<file path="config.mk">
export PLATFORM = sky130hd
export DESIGN_NAME = headset_jack_type_classifier_flat
export DESIGN_NICKNAME = d
export VERILOG_FILES = /design/src/design/hjtc_pkg.sv /design/src/design/hjtc_in_if.sv /design/src/design/hjtc_out_if.sv /design/src/design/hjtc_zone_cell.sv /design/src/design/hjtc_out_buf.sv /design/src/design/headset_jack_type_classifier.sv /design/src/flat_wrapper.sv
export SDC_FILE = /design/constraint.sdc
export NUM_CORES = 1
export LEC_CHECK = 0
export BUFFER_PORTS_ARGS = -buffer_cell sky130_fd_sc_hd__clkbuf_2
export CAP_MARGIN = 20
export CORE_MARGIN = 2
export CORE_UTILIZATION = 30
export DETAILED_ROUTE_END_ITERATION = 7
export HOLD_SLACK_MARGIN = 0.03
export SYNTH_ARGS = -nofsm -noshare
export SYNTH_HDL_FRONTEND = slang
export SYNTH_SLANG_ARGS = --single-unit
</file>
<file path="constraint.sdc">
create_clock -name clk -period 6.9 [get_ports clk]
set_input_delay 1.38 -clock clk [delete_from_list [all_inputs] [get_ports clk]]
set_output_delay 1.38 -clock clk [all_outputs]
set_load 0.005 [all_outputs]
</file>
<file path="src/design/hjtc_pkg.sv">
// Shared constants, types and register indexes of the headset jack type classifier.
// Depends on nothing; every other design file imports it.
`timescale 1ns / 1ps

package hjtc_pkg;

	// Sizing of the zone table and the data fields.
	localparam int MAX_ZONES     = 10;
	localparam int ADC_BITS      = 12;
	localparam int ZONES_PER_REG = 5;
	localparam int HIT_BITS      = 7;
	localparam int LIMIT_BITS    = 6;
	localparam int CODE_BITS     = 4;
	localparam int ZONE_CNT_BITS = 4;

	localparam int BOUNDS_W = ZONES_PER_REG * ADC_BITS;
	localparam int LIMITS_W = MAX_ZONES * LIMIT_BITS;
	localparam int CODES_W  = MAX_ZONES * CODE_BITS;

	// Configuration port sizing.
	localparam int CFG_DATA_W = 60;
	localparam int CFG_IDX_W  = 3;

	// Register indexes.
	localparam logic [CFG_IDX_W-1:0] REG_ZONE_COUNT    = 3'd0;
	localparam logic [CFG_IDX_W-1:0] REG_DETECT_HIGH   = 3'd1;
	localparam logic [CFG_IDX_W-1:0] REG_BOUNDS_FIRST  = 3'd2;
	localparam logic [CFG_IDX_W-1:0] REG_BOUNDS_SECOND = 3'd3;
	localparam logic [CFG_IDX_W-1:0] REG_HIT_LIMITS    = 3'd4;
	localparam logic [CFG_IDX_W-1:0] REG_TYPE_CODES    = 3'd5;
	localparam logic [CFG_IDX_W-1:0] REG_NO_DEVICE     = 3'd6;
	localparam logic [CFG_IDX_W-1:0] REG_FOUR_POLE     = 3'd7;

	// Input command codes.
	localparam logic CMD_START  = 1'b0;
	localparam logic CMD_SAMPLE = 1'b1;

	// Saturation value of a zone hit counter.
	localparam logic [HIT_BITS-1:0] HIT_MAX = '1;

	// Per-item control broadcast to every zone cell.
	typedef struct packed {
		logic [ADC_BITS-1:0] adc;
		logic                clear;
		logic                update;
	} cell_ctl_t;

	// Data handed from one zone cell to the next.
	typedef struct packed {
		logic                 taken;
		logic                 fire;
		logic [CODE_BITS-1:0] code;
	} chain_t;

	// One result item.
	typedef struct packed {
		logic [CODE_BITS-1:0] hs_type;
		logic                 type_changed;
		logic                 send_key_enabled;
	} out_item_t;

endpackage

</file>
<file path="src/design/hjtc_in_if.sv">
// Input channel of the classifier: handshake plus the fields of one sample item.
// Depends on hjtc_pkg.
`timescale 1ns / 1ps

interface hjtc_in_if import hjtc_pkg::*; ();
	logic                valid;
	logic                ready;
	logic                command;
	logic                detect_level;
	logic [ADC_BITS-1:0] adc_value;

	modport source (output valid, command, detect_level, adc_value, input ready);
	modport sink (input valid, command, detect_level, adc_value, output ready);
endinterface

</file>
<file path="src/design/hjtc_out_if.sv">
// Result channel of the classifier: handshake plus the fields of one decision.
// Depends on hjtc_pkg.
`timescale 1ns / 1ps

interface hjtc_out_if import hjtc_pkg::*; ();
	logic                 valid;
	logic                 ready;
	logic [CODE_BITS-1:0] hs_type;
	logic                 type_changed;
	logic                 send_key_enabled;

	modport source (output valid, hs_type, type_changed, send_key_enabled, input ready);
	modport sink (input valid, hs_type, type_changed, send_key_enabled, output ready);
endinterface

</file>
<file path="src/design/hjtc_zone_cell.sv">
// One ADC zone of the classifier chain: holds the zone's hit counter and passes
// the first-match decision on to the next zone. Depends on hjtc_pkg.
`timescale 1ns / 1ps

module hjtc_zone_cell import hjtc_pkg::*; (
	input  logic                  clk,
	input  logic                  arst_n,
	input  cell_ctl_t             ctl,
	input  logic                  in_use,
	input  logic [ADC_BITS-1:0]   bound,
	input  logic [LIMIT_BITS-1:0] limit,
	input  logic [CODE_BITS-1:0]  code,
	input  chain_t                chain_in,
	output chain_t                chain_out
);

	logic [HIT_BITS-1:0] hits_q;
	logic [HIT_BITS-1:0] base;
	logic [HIT_BITS-1:0] bumped;
	logic                match;
	logic                over;

	// The sample lands here only if no lower zone took it.
	always_comb begin
		base   = ctl.clear ? '0 : hits_q;
		bumped = (base == HIT_MAX) ? base : base + 1'b1;
		match  = in_use && !chain_in.taken && (ctl.adc <= bound);
		over   = bumped > HIT_BITS'(limit);
	end

	// Pass the decision down the chain.
	always_comb begin
		chain_out.taken = chain_in.taken | match;
		chain_out.fire  = chain_in.fire | (match & over);
		chain_out.code  = match ? code : chain_in.code;
	end

	// Hit counter, changed only on an update: cleared on a start, bumped when this zone matches.
	always_ff @(posedge clk or negedge arst_n) begin
		if (!arst_n) begin
			hits_q <= '0;
		end else if (ctl.update) begin
			if (match) begin
				hits_q <= bumped;
			end else if (ctl.clear) begin
				hits_q <= '0;
			end
		end
	end

endmodule

</file>
<file path="src/design/hjtc_out_buf.sv">
// Two-entry result buffer (output register plus skid register) that lets the
// classifier take a new item while a result waits. Depends on hjtc_pkg, hjtc_out_if.
`timescale 1ns / 1ps

module hjtc_out_buf import hjtc_pkg::*; (
	input  logic       clk,
	input  logic       arst_n,
	input  logic       push,
	input  out_item_t  push_item,
	output logic       can_take,
	hjtc_out_if.source result_out
);

	out_item_t out_q;
	out_item_t skid_q;
	logic      out_v_q;
	logic      skid_v_q;
	logic      pop;

	assign pop      = out_v_q && result_out.ready;
	assign can_take = !skid_v_q;

	// Drive the result channel from the output register.
	assign result_out.valid            = out_v_q;
	assign result_out.hs_type          = out_q.hs_type;
	assign result_out.type_changed     = out_q.type_changed;
	assign result_out.send_key_enabled = out_q.send_key_enabled;

	// Valid flags of both entries.
	always_ff @(posedge clk or negedge arst_n) begin
		if (!arst_n) begin
			out_v_q  <= 1'b0;
			skid_v_q <= 1'b0;
		end else if (skid_v_q) begin
			if (pop) begin
				skid_v_q <= 1'b0;
			end
		end else if (push && out_v_q && !pop) begin
			skid_v_q <= 1'b1;
		end else if (push) begin
			out_v_q <= 1'b1;
		end else if (pop) begin
			out_v_q <= 1'b0;
		end
	end

	// Payload of both entries.
	always_ff @(posedge clk) begin
		if (skid_v_q) begin
			if (pop) begin
				out_q <= skid_q;
			end
		end else if (push && out_v_q && !pop) begin
			skid_q <= push_item;
		end else if (push) begin
			out_q <= push_item;
		end
	end

	// The skid entry is only ever filled behind a waiting output entry.
	a_skid_behind_out: assert property (@(posedge clk) disable iff (!arst_n)
		skid_v_q |-> out_v_q)
		else $error("skid entry valid without output entry");

	// No push may arrive while the skid entry is occupied.
	a_no_push_when_full: assert property (@(posedge clk) disable iff (!arst_n)
		skid_v_q |-> !push)
		else $error("result pushed into a full buffer");

	// A parked result moves up to the output entry once the output is taken.
	a_skid_moves_up: assert property (@(posedge clk) disable iff (!arst_n)
		(skid_v_q && pop) |=> (out_v_q && out_q == $past(skid_q)))
		else $error("skid entry lost on transfer");

endmodule

</file>
<file path="src/design/headset_jack_type_classifier.sv">
// Top level of the headset jack type classifier: configuration registers, the
// chain of zone cells and the result buffer. Depends on hjtc_pkg, the channel
// interfaces, hjtc_zone_cell and hjtc_out_buf.
//
//   Channel      Direction  Contents
//   item_in      in         command, detect_level, adc_value
//   result_out   out        hs_type, type_changed, send_key_enabled
//   cfg_*        in         write enable, register index, write data
//
// One item is taken every cycle; its decision is made in the cycle of the
// transfer by the ten zone cells, which compare in parallel and settle the
// first match along the chain, so the next item sees the updated counters.
// Each result is registered in the result buffer before it appears on result_out.
// Reset clears the counters, the reported type and the send-key enable.
// item_in stalls only when both entries of the result buffer are full.
`timescale 1ns / 1ps

module headset_jack_type_classifier import hjtc_pkg::*; (
	input  logic                  clk,
	input  logic                  arst_n,
	input  logic                  cfg_wr_en,
	input  logic [CFG_IDX_W-1:0]  cfg_index,
	input  logic [CFG_DATA_W-1:0] cfg_data,
	hjtc_in_if.sink               item_in,
	hjtc_out_if.source            result_out
);

	// Configuration registers.
	logic [ZONE_CNT_BITS-1:0] zone_cnt_q;
	logic                     det_high_q;
	logic [BOUNDS_W-1:0]      bounds_first_q;
	logic [BOUNDS_W-1:0]      bounds_second_q;
	logic [LIMITS_W-1:0]      limits_q;
	logic [CODES_W-1:0]       codes_q;
	logic [CODE_BITS-1:0]     no_dev_q;
	logic [CODE_BITS-1:0]     four_pole_q;

	// Classifier state.
	logic                 classifying_q;
	logic [CODE_BITS-1:0] reported_q;
	logic                 send_key_q;

	logic                 acc;
	logic                 start;
	logic                 present;
	logic                 active;
	logic                 can_take;
	logic                 push;
	logic [CODE_BITS-1:0] rep_type;
	logic                 changed;
	logic                 send_next;
	cell_ctl_t            ctl;
	chain_t               chain [MAX_ZONES+1];
	out_item_t            push_item;

	// Register writes.
	always_ff @(posedge clk or negedge arst_n) begin
		if (!arst_n) begin
			zone_cnt_q      <= '0;
			det_high_q      <= 1'b1;
			bounds_first_q  <= '0;
			bounds_second_q <= '0;
			limits_q        <= '0;
			codes_q         <= '0;
			no_dev_q        <= '0;
			four_pole_q     <= CODE_BITS'(1);
		end else if (cfg_wr_en) begin
			unique case (cfg_index)
				REG_ZONE_COUNT:    zone_cnt_q      <= cfg_data[ZONE_CNT_BITS-1:0];
				REG_DETECT_HIGH:   det_high_q      <= cfg_data[0];
				REG_BOUNDS_FIRST:  bounds_first_q  <= cfg_data[BOUNDS_W-1:0];
				REG_BOUNDS_SECOND: bounds_second_q <= cfg_data[BOUNDS_W-1:0];
				REG_HIT_LIMITS:    limits_q        <= cfg_data[LIMITS_W-1:0];
				REG_TYPE_CODES:    codes_q         <= cfg_data[CODES_W-1:0];
				REG_NO_DEVICE:     no_dev_q        <= cfg_data[CODE_BITS-1:0];
				REG_FOUR_POLE:     four_pole_q     <= cfg_data[CODE_BITS-1:0];
				default: ;
			endcase
		end
	end

	// Item decode: a sample counts only while classifying.
	assign item_in.ready = can_take;
	assign acc     = item_in.valid && can_take;
	assign start   = (item_in.command == CMD_START);
	assign present = (item_in.detect_level == det_high_q);
	assign active  = acc && (start || classifying_q);

	always_comb begin
		ctl.adc    = item_in.adc_value;
		ctl.clear  = start;
		ctl.update = active && present;
	end

	// Chain of zone cells, zone 0 first.
	assign chain[0] = '0;

	for (genvar z = 0; z < MAX_ZONES; z++) begin : g_zone
		logic [ADC_BITS-1:0] bound;
		logic                in_use;

		if (z < ZONES_PER_REG) begin : g_lo
			assign bound = bounds_first_q[z*ADC_BITS +: ADC_BITS];
		end else begin : g_hi
			assign bound = bounds_second_q[(z-ZONES_PER_REG)*ADC_BITS +: ADC_BITS];
		end

		assign in_use = (ZONE_CNT_BITS'(z) < zone_cnt_q);

		hjtc_zone_cell u_cell (
			.clk       (clk),
			.arst_n    (arst_n),
			.ctl       (ctl),
			.in_use    (in_use),
			.bound     (bound),
			.limit     (limits_q[z*LIMIT_BITS +: LIMIT_BITS]),
			.code      (codes_q[z*CODE_BITS +: CODE_BITS]),
			.chain_in  (chain[z]),
			.chain_out (chain[z+1])
		);
	end

	// Decision: absent jack reports no device, else the chain end may fire.
	always_comb begin
		push      = active && (!present || chain[MAX_ZONES].fire);
		rep_type  = present ? chain[MAX_ZONES].code : no_dev_q;
		changed   = (rep_type != reported_q);
		send_next = changed ? (rep_type == four_pole_q) : send_key_q;

		push_item.hs_type          = rep_type;
		push_item.type_changed     = changed;
		push_item.send_key_enabled = send_next;
	end

	// Classifier state update.
	always_ff @(posedge clk or negedge arst_n) begin
		if (!arst_n) begin
			classifying_q <= 1'b0;
			reported_q    <= '0;
			send_key_q    <= 1'b0;
		end else if (active) begin
			classifying_q <= !push;
			if (push) begin
				reported_q <= rep_type;
				send_key_q <= send_next;
			end
		end
	end

	hjtc_out_buf u_out_buf (
		.clk        (clk),
		.arst_n     (arst_n),
		.push       (push),
		.push_item  (push_item),
		.can_take   (can_take),
		.result_out (result_out)
	);

	// A decision always ends classification.
	a_decision_ends: assert property (@(posedge clk) disable iff (!arst_n)
		push |=> !classifying_q)
		else $error("still classifying after a decision");

	// After a type change the send-key enable follows the 4-pole code.
	a_send_key_follows: assert property (@(posedge clk) disable iff (!arst_n)
		(push && changed) |=> (send_key_q == (reported_q == four_pole_q)))
		else $error("send-key enable out of step with reported type");

	// A sample while idle never yields a result.
	a_idle_sample_quiet: assert property (@(posedge clk) disable iff (!arst_n)
		(acc && item_in.command == CMD_SAMPLE && !classifying_q) |-> !push)
		else $error("result from a sample while idle");

endmodule
</file>
<file path="src/flat_wrapper.sv">
// flat-port wrapper written by rule: the top's interface ports become plain ports
module headset_jack_type_classifier_flat import hjtc_pkg::*;
  (clk, arst_n, cfg_wr_en, cfg_index, cfg_data, item_in_valid, item_in_command, item_in_detect_level, item_in_adc_value, item_in_ready, result_out_valid, result_out_hs_type, result_out_type_changed, result_out_send_key_enabled, result_out_ready);
  hjtc_in_if item_in_i ();
  hjtc_out_if result_out_i ();
  input  logic clk;
  input  logic arst_n;
  input  logic cfg_wr_en;
  input  logic [CFG_IDX_W-1:0] cfg_index;
  input  logic [CFG_DATA_W-1:0] cfg_data;
  input wire logic [$bits(item_in_i.valid)-1:0] item_in_valid;
  input wire logic [$bits(item_in_i.command)-1:0] item_in_command;
  input wire logic [$bits(item_in_i.detect_level)-1:0] item_in_detect_level;
  input wire logic [$bits(item_in_i.adc_value)-1:0] item_in_adc_value;
  output wire logic [$bits(item_in_i.ready)-1:0] item_in_ready;
  output wire logic [$bits(result_out_i.valid)-1:0] result_out_valid;
  output wire logic [$bits(result_out_i.hs_type)-1:0] result_out_hs_type;
  output wire logic [$bits(result_out_i.type_changed)-1:0] result_out_type_changed;
  output wire logic [$bits(result_out_i.send_key_enabled)-1:0] result_out_send_key_enabled;
  input wire logic [$bits(result_out_i.ready)-1:0] result_out_ready;
  assign item_in_i.valid = item_in_valid;
  assign item_in_i.command = item_in_command;
  assign item_in_i.detect_level = item_in_detect_level;
  assign item_in_i.adc_value = item_in_adc_value;
  assign item_in_ready = item_in_i.ready;
  assign result_out_valid = result_out_i.valid;
  assign result_out_hs_type = result_out_i.hs_type;
  assign result_out_type_changed = result_out_i.type_changed;
  assign result_out_send_key_enabled = result_out_i.send_key_enabled;
  assign result_out_i.ready = result_out_ready;
  headset_jack_type_classifier u_core (.clk(clk), .arst_n(arst_n), .cfg_wr_en(cfg_wr_en), .cfg_index(cfg_index), .cfg_data(cfg_data), .item_in(item_in_i), .result_out(result_out_i));
endmodule
</file>
== After elaboration in Yosys (flattened, before gate mapping) ==
Cells that the tools add are included.
Operators by class
  reductions and logical operators: 56
  $lt $le $gt $ge: 30
  add/subtract/negate cells: 10
  equal/unequal tests: 22
  mux-type cells: 51
  bitwise operators: 30
Operator list (number)
  two-way mux 7 bit: 30
  <= comparator 12 bit: 10
  adder 7 x 1 -> 7 bit, second input constant: 10
  == test 7 bit, second input constant: 10
  greater-than comparator 7 x 6 -> 1 bit: 10
  two-way mux 4 bit: 11
  logical AND 1 bit: 26
  two-way mux 6 bit: 4
  AND reduction 2 bit: 10
  bitwise OR 1 bit: 17
  < comparator 3 x 4 -> 1 bit, first input constant: 4
  zero test 1 bit: 13
  == test 3 bit, second input constant: 4
  bitwise AND 1 bit: 10
  < comparator 1 x 4 -> 1 bit, first input constant: 2
  < comparator 2 x 4 -> 1 bit, first input constant: 2
  < comparator 4 bit, first input constant: 2
  == test 3 x 2 -> 1 bit, second input constant: 2
  two-way mux 1 bit: 6
  AND reduction 3 bit: 2
  == test 4 bit: 1
  != test 4 bit: 1
  nonzero test 2 bit: 2
  == test 3 x 1 -> 1 bit, second input constant: 1
  6 further kinds: 9
Word-level totals
  input bits: 82
  logic and storage cells: 228
  bits in registers: 323
  output and inout port bits: 8

== Longest topological paths before layout ==
Gate-level depths: netlist of the first run.
  depth after elaboration: 45
  depth in mapped cells: 27
  mapped depth without buffers: 20

== Cells and area by module ==
From an unflattened synthesis of the first run, not the netlist that was laid out.
Second synthesis, totals
  cells, all modules: 1868
  area total of the unflattened synthesis: 20133.1 µm²
Modules (own cells, without submodules)
  headset_jack_type_classifier: area each 9261.4 µm², times used 1, cells an instance 572
  hjtc_zone_cell at u_core.g_zone[3].u_cell ...: area each 1036.0 µm², times used 5, cells an instance 126
  hjtc_zone_cell at u_core.g_zone[0].u_cell ...: area each 1023.5 µm², times used 5, cells an instance 127
  hjtc_out_buf: area each 574.3 µm², times used 1, cells an instance 31

== Least setup slack after synthesis of the first run ==
No wires, ideal clock.
  kind: input to register
  start: input item_in_command
  end: register u_core.u_out_buf.skid_q[0] (netlist name) (enable)
  setup time: 0.268 ns
  path buffers: 7
  data arrival time: 6.390 ns
  slack: 0.242 ns
  stages: 25
  cell sequence: clkbuf_1 > clkbuf_1 > clkbuf_1 > clkbuf_1 > clkbuf_1 > clkbuf_1 > and2_1 > ha_1 > nand2_1 > nor3_1 > nand3_1 > mux2_2 > ha_1 > nor2b_1 > o21a_1 > o21a_1 > o21a_1 > o21a_1 > o22ai_1 > a21oi_1 > a2111o_1 > nor4_1 > a21boi_0 > clkbuf_1 > and3_1
On the way
  cells in the longest elaborated chain, start to end: 19
  elaborated cells between the ends (all ways): 77
  classes of those cells: add/sub (10); order compare (10); eq/ne (10); mux (20); bitwise (20); reduce/logical (7)
Ends and longest elaborated chain
  from (decl): RTL line flat_wrapper.sv:12  | input wire logic [$bits(item_in_i.command)-1:0] item_in_command;
  two-way mux 7 bit
  adder 7 x 1 -> 7 bit / == test 7 bit (equally long branches): RTL line hjtc_zone_cell.sv:26  | bumped = (base == HIT_MAX) ? base : base + 1'b1;
  two-way mux 7 bit: RTL line hjtc_zone_cell.sv:26
  greater-than comparator 7 x 6 -> 1 bit: RTL line hjtc_zone_cell.sv:28  | over = bumped > HIT_BITS'(limit);
  bitwise AND 1 bit: RTL line hjtc_zone_cell.sv:34  | chain_out.fire = chain_in.fire | (match & over);
  bitwise OR 1 bit (9 in series): RTL line hjtc_zone_cell.sv:34
  logical OR 1 bit: RTL line headset_jack_type_classifier.sv:125  | push = active && (!present || chain[MAX_ZONES].fire);
  logical AND 1 bit *: RTL line headset_jack_type_classifier.sv:125
  logical AND 1 bit * (2 in series): RTL line hjtc_out_buf.sv:53  | end else if (push && out_v_q && !pop) begin
  AND reduction 2 bit (no source line) *
  to (signal assigned): RTL line hjtc_out_buf.sv:54  | skid_q <= push_item;
  to (decl): RTL line hjtc_out_buf.sv:15  | out_item_t skid_q;
Mark *: on every way between the ends. The rest lies on a longest branch, timed or not.
A chain may end at the register's enable or synchronous reset.

== Worst setup path after layout of the first run ==
  start: input item_in_command
  end: register u_core.u_out_buf.skid_q[1] (netlist name) (enable)
Same word-level chain as after synthesis.

==> qor.csv, run 1 <==
stage;metric;value;unit
critical_path;startpoint;item_in_command;
clock_network;holdBufCountCts;0;
critical_path;cp.required;7.16;ns
sta;finClkSkew;0.0219;ns
layout;finalNonFillerCells;2866;
logic_synthesis;synth_nets;2184;
sta;fin_crit_sh;0.818;
critical_path;end_kind;flop;
power_and_ir_drop;power.density;290;mW/mm2
clock_network;cts_buffer_depth;3;
clock_network;cts_root_buf;clkbuf_16;
sta;tightestPinTransition;1.08;ns
layout;final_nets;2274;
clock_network;clock-sinks;323;
critical_path;r2r_cells;14;
grt;track_usage;0.164;
critical_path;timing.rr.start;u_core.bounds_first_q[45]$_DFFE_PN0P_;
grt;antenna_found_initial;3;
logic_synthesis;synth_fa_ha_area_frac;0.126;
critical_path;path_common_cell;and3_1;
drt;drtAntennaViolNets;0;
layout;final_util;0.349;
placed_design;place_inst;2799;
drt;viasPerCell;5.10;
drt;drt_iter0_markers;944;
sta;rsz0062_at_grt;no;
logic_synthesis;ys.flop_type;dfrtp_1;
placed_design;gp_congestion;0.898;
critical_path;r2r_end;u_core.u_out_buf.result_out.send_key_enabled$_DFFE_PP_;
layout;area_growth_syn_to_layout;14.4;%
sta;whs;0.489;ns
die;die-area;0.0650;mm2
sta;final_hold_viol_count;0;
status;status;completed;
grt;grt_max_degree;172;
flow_run;max-cap-violations;0;
die;start_util;0.305;
power_and_ir_drop;vdd_ir_drop_max;151;uV
layout;drive_above_1_share;0.166;
grt;grt_pass1_vias;14755;
power_and_ir_drop;finalPower;6.26;mW
critical_path;crit_chain;clkbuf_2, buf_12, and2_1, ha_1, and3_1, and3_1, nand3_1, mux2_2, ha_1, nor2b_1, o21a_1, o21ai_0, nand2b_1, a21oi_1, nor2b_1, o22ai_1, a21oi_1, nor4_1, a21boi_0, buf_4, and3_1;
clock_network;clkSlewWorstSetupHoldPaths;0.06;ns
clock_network;cts_buffers;38;
logic_synthesis;ys_ff_latch;323;
logic_synthesis;muxShareOfSynthArea;0.0879;
critical_path;worstSetupPathType;input port to flop;
drt;drt_pass1_iterations;5;
die;ios;90;
drt;drcViolationCount;0;
logic_synthesis;synthSimpleGateAreaFrac;0.128;
clock_network;cts_tree;built;
logic_synthesis;ys_seq_area_frac;0.431;
placed_design;post-place-ws;0.802;ns
power_and_ir_drop;power.leakage;9.74;nW
grt;overflow;0;
grt;grt_pass1_wl;82.8;mm
logic_synthesis;syn_inst;1912;
die;rows;91;
critical_path;cpMaxStageDelayCell;clkbuf_2;
critical_path;worst_setup_path_start_kind;input port;
sta;max_clock_freq;177;MHz
sta;fin_crit;5.64;ns
logic_synthesis;synth_xor_area_frac;0.0203;
sta;setup_viol;0;
die;die_h;255;um
drt;vias;14621;
sta;slew_viol_final;0;
sta;setup_ws;1.26;ns
critical_path;crit_fanout;55;
layout;final_cell_mix;dfrtp_1 (309), nand2_1 (229), ha_1 (190);
min_path;hold_class;flop to flop;
placed_design;hpwlAfterDp;38.5;mm
logic_synthesis;synth_compound_area_frac;0.158;
sta;setup-tns-final;0;ns
logic_synthesis;synthArstFlopShare;0.963;
logic_synthesis;synth-edff-count;12;
placed_design;dpl_cell_area;0.0203;mm2
clock_network;ctsHtreeMaxLevel;2;
logic_synthesis;syn_area;0.0189;mm2
clock_network;cts_setup_buffers;0;
logic_synthesis;ys_warn_count;0;
critical_path;critical_path.max_stage_delay;0.41;ns
clock_network;post_cts_resize_count;0;
logic_synthesis;synth_top_family_by_area;compound AO/OA/AOI/OAI gates;
layout;layout_commonest_cell;dfrtp_1;
placed_design;portBuffers;89;
clock_network;clk_latency;0.55;ns
drt;wire_per_inst;18.3;um
critical_path;r2r_slack;2.21;ns
drt;wirelength;52.5;mm
critical_path;crit_end;u_core.u_out_buf.skid_q[1]$_DFFE_PP_;
critical_path;cp.arrival;5.90;ns
die;core;0.0619;mm2
die;die_w;255;um
logic_synthesis;syn_avg_cell_area;9.87;um2
layout;finalInstanceArea;0.0216;mm2
sta;max_slew_margin;0.281;
logic_synthesis;synth_cell_type_count;81;
-- final cells by class --
class	count	area, um2
tap	837	1050
sequential	323	8150
clock buffer	48	1050
timing repair buffer	109	631
clock inverter	18	214
antenna	1	2.50
inverter	182	683
fill	6270	40300
multi-input combinational	1348	9830
-- worst max-delay path: cells and delay by family --
kind | cells | cell delay [ns]
AND/OR/NAND/NOR | 9 | 1.71
AO/OA/AOI/OAI | 6 | 0.98
buffers and inverters | 3 | 0.92
adder cells (fa/ha/maj) | 2 | 0.51
multiplexers | 1 | 0.36
-- power by group --
part           switching (mW)  internal [mW]
Sequential              0.182           2.27
Combinational            1.04          0.716
Clock                   0.824           1.23
-- worst min-delay path by stage --
stage,start,to,slack (ns),cells after the start
finish,u_core.g_zone[1].u_cell.hits_q[1]$_DFFE_PN0P_,u_core.g_zone[1].u_cell.hits_q[1]$_DFFE_PN0P_,0.49,1
global route,u_core.codes_q[14]$_DFFE_PN0P_,u_core.codes_q[14]$_DFFE_PN0P_,0.51,1
CTS,u_core.g_zone[1].u_cell.hits_q[1]$_DFFE_PN0P_,u_core.g_zone[1].u_cell.hits_q[1]$_DFFE_PN0P_,0.49,1
detailed placement,u_core.g_zone[1].u_cell.hits_q[1]$_DFFE_PN0P_,u_core.g_zone[1].u_cell.hits_q[1]$_DFFE_PN0P_,0.48,1
global placement,u_core.g_zone[6].u_cell.hits_q[0]$_DFFE_PN0P_,u_core.g_zone[6].u_cell.hits_q[0]$_DFFE_PN0P_,0.47,2
floorplan,u_core.g_zone[1].u_cell.hits_q[0]$_DFFE_PN0P_,u_core.g_zone[1].u_cell.hits_q[0]$_DFFE_PN0P_,0.46,2
-- registers in the layout (all words and copies together), names as in the netlist, 4 cells and up --
name,cells
u_core.reported_q,4
u_core.bounds_first_q,60
u_core.zone_cnt_q,4
u_core.no_dev_q,4
u_core.limits_q,60
u_core.u_out_buf.result_out.hs_type,4
u_core.u_out_buf.skid_q,6
u_core.g_zone.u_cell.hits_q,70
u_core.four_pole_q,4
u_core.codes_q,40
u_core.bounds_second_q,60
-- logic make-up after synthesis --
logic type / count (synthesis)
AOI/OAI and AO/OA: 468
and+or+nand+nor: 499
buffers and inverters: 241
muxes: 148
adders and majority gates: 190
DFF: 323
xor gates and xnor gates: 43
-- per-layer routing --
metal  wire (um)  GRT usage
met5          34          0
met4        1450     0.0485
met3        2800     0.0335
met2       23700      0.264
met1       24600      0.222
-- Yosys cell counts (9+ instances only) --
library cell,number,share of area
o21a_1,22,0.0087
a21o_1,10,0.0040
mux2_2,141,0.084
nand3_1,26,0.0069
a22o_1,54,0.025
inv_1,180,0.036
o22ai_1,11,0.0036
edfxtp_1,12,0.019
ha_1,190,0.13
nand2b_1,12,0.0040
o211ai_1,12,0.0048
nor2b_1,22,0.0073
o21ai_0,174,0.046
and3_1,9,0.0030
or3_1,9,0.0030
a31oi_1,12,0.0040
xnor2_1,15,0.0070
dfrtp_1,309,0.41
nand2_1,229,0.046
clkbuf_1,51,0.010
nand4_1,49,0.016
nor2_1,62,0.012
xor2_1,27,0.013
nor3_1,16,0.0042
a21oi_1,97,0.026
and2_1,26,0.0086
a211oi_1,16,0.0064
Note: power is estimated with default switching activity, not from simulation.
==> run 2, diff against run 1 <==
==> constraint.sdc (replaced) <==
create_clock -name clk -period 5.36 [get_ports clk]
set_input_delay 1.072 -clock clk [delete_from_list [all_inputs] [get_ports clk]]
set_output_delay 1.072 -clock clk [all_outputs]
set_load 0.005 [all_outputs]
==> qor.csv, run 2 (synthesis results as in run 1) <==
stage;metric;value;unit
grt;track_usage;0.167;
critical_path;r2r_end;u_core.send_key_q$_DFFE_PN0P_;
status;status;completed;
layout;multi_input_area;0.00987;mm2
die;die_w;255;um
drt;drt_iter0_markers;992;
drt;vias;14841;
die;core;0.0619;mm2
critical_path;critical_path.max_stage_delay;0.36;ns
grt;grt_pass1_vias;15264;
critical_path;crit_end;u_core.send_key_q$_DFFE_PN0P_;
grt;antenna_found_initial;5;
clock_network;cts_root_buf;clkbuf_16;
power_and_ir_drop;finalPower;8.24;mW
critical_path;crit_fanout;13;
layout;top_register;u_core.g_zone.u_cell.hits_q;
clock_network;cts_buffers;37;
placed_design;portBuffers;89;
die;die_h;255;um
clock_network;cts_buffer_depth;3;
placed_design;hpwlAfterDp;39.6;mm
die;start_util;0.305;
clock_network;holdBufCountCts;0;
clock_network;post_cts_resize_count;0;
grt;grt_pass1_wl;84.5;mm
flow_run;max-cap-violations;0;
layout;ff_latch_area;0.00815;mm2
sta;fin_crit;4.83;ns
critical_path;cp.required;5.77;ns
sta;tightestPinTransition;0.988;ns
die;ios;90;
grt;grt_max_degree;116;
sta;fin_crit_sh;0.900;
critical_path;cpMaxStageDelayCell;a2111o_1;
placed_design;gp_congestion;0.874;
layout;area_growth_syn_to_layout;17.4;%
layout;drive_above_1_share;0.195;
critical_path;end_kind;flop;
critical_path;timing.rr.start;u_core.g_zone[0].u_cell.hits_q[0]$_DFFE_PN0P_;
drt;drtAntennaViolNets;0;
layout;final_nets;2337;
power_and_ir_drop;power.density;372;mW/mm2
clock_network;clk_latency;0.54;ns
sta;setup_viol;0;
critical_path;crit_chain;clkbuf_2, buf_4, buf_4, and2_1, ha_1, nand4_1, nor2_1, nand2_1, and4_1, nand3_1, xor2_1, nor2_1, ha_1, a21oi_1, o21ai_0, o21ai_0, a21oi_1, a2111o_1, nor4_1, buf_4, a21boi_1, buf_4, o31a_1, mux2_1;
drt;drt_pass1_iterations;5;
critical_path;startpoint;item_in_command;
layout;num-fill-cells;6222;
layout;final_cell_mix;dfrtp_1 (309), nand2_1 (229), ha_1 (188);
layout;layout_commonest_cell;dfrtp_1;
sta;final_hold_viol_count;0;
clock_network;cts_tree;built;
critical_path;r2r_cells;21;
sta;max_clock_freq;207;MHz
critical_path;worst_setup_path_start_kind;input port;
clock_network;clkSlewWorstSetupHoldPaths;0.06;ns
power_and_ir_drop;vdd_ir_drop_max;199;uV
critical_path;worstSetupPathType;input port to flop;
sta;max_slew_margin;0.336;
min_path;hold_class;flop to flop;
critical_path;path_common_cell;buf_4;
clock_network;cts_setup_buffers;0;
layout;largest_reg_flops;70;
drt;viasPerCell;5.07;
clock_network;ctsHtreeMaxLevel;2;
sta;slew_viol_final;0;
drt;wirelength;53.2;mm
power_and_ir_drop;power.leakage;10.1;nW
sta;finClkSkew;0.0270;ns
clock_network;clock-sinks;323;
critical_path;r2r_slack;0.99;ns
grt;overflow;0;
sta;setup-tns-final;0;ns
drt;wire_per_inst;18.2;um
die;die-area;0.0650;mm2
critical_path;cp.arrival;5.24;ns
drt;drcViolationCount;0;
die;rows;91;
sta;rsz0062_at_grt;no;
## run 2: worst min-delay path by stage
stage / from / endpoint / slack, ns / cells after the start
detailed placement: u_core.g_zone[8].u_cell.hits_q[1]$_DFFE_PN0P_ / u_core.g_zone[8].u_cell.hits_q[1]$_DFFE_PN0P_ / 0.48 / 1
floorplan: u_core.g_zone[1].u_cell.hits_q[0]$_DFFE_PN0P_ / u_core.g_zone[1].u_cell.hits_q[0]$_DFFE_PN0P_ / 0.46 / 2
CTS: u_core.g_zone[8].u_cell.hits_q[1]$_DFFE_PN0P_ / u_core.g_zone[8].u_cell.hits_q[1]$_DFFE_PN0P_ / 0.50 / 1
global route: u_core.bounds_second_q[2]$_DFFE_PN0P_ / u_core.bounds_second_q[2]$_DFFE_PN0P_ / 0.51 / 1
finish: u_core.g_zone[8].u_cell.hits_q[1]$_DFFE_PN0P_ / u_core.g_zone[8].u_cell.hits_q[1]$_DFFE_PN0P_ / 0.49 / 1
global placement: u_core.g_zone[6].u_cell.hits_q[0]$_DFFE_PN0P_ / u_core.g_zone[6].u_cell.hits_q[0]$_DFFE_PN0P_ / 0.48 / 2
## run 2: through the flow
step	cell area [um2]	util	setup WS, ns	hold WS, ns	std cells
floorplan	19000	-	0.00693	0.456	1912
global placement	20900	0.337	0.0318	0.475	2863
detailed placement	20900	0.337	0.00917	0.481	2863
CTS	22200	0.358	0.552	0.497	2929
global route	22200	0.358	0.0968	0.511	2929
finish	22200	0.358	0.535	0.494	2930
## run 2: per-layer routing
layer	GRT usage	part of all wire	vias to the layer above
met1	0.217	0.45	7267
met2	0.271	0.46	331
met5	0	0.00096	-
li1	-	-	7118
met4	0.0637	0.037	8
met3	0.0359	0.056	117
## run 2: final cells by class
cell class                 count  area share
antenna                        1    0.000113
clock buffer                  55      0.0517
clock inverter                11     0.00655
inverter                     182      0.0308
multi-input combinational   1348       0.445
sequential                   323       0.367
tap                          837      0.0472
timing repair buffer         173      0.0512
## run 2: report_power, final
| part | internal (mW) | switching (mW) | leakage [nW] |
|---|---|---|---|
| Combinational | 1.04 | 1.36 | 5.44 |
| Clock | 1.63 | 1.05 | 0.629 |
| Sequential | 2.92 | 0.242 | 3.99 |
## run 2: worst max-delay path: cells and delay by family
kind	cells	cell delay [ns]
AOI/OAI and AO/OA	7	0.96
xor gates and xnor gates	1	0.16
adders and majority gates	2	0.49
buffers and inverters	5	0.84
muxes	1	0.31
and+or+nand+nor	8	1.39
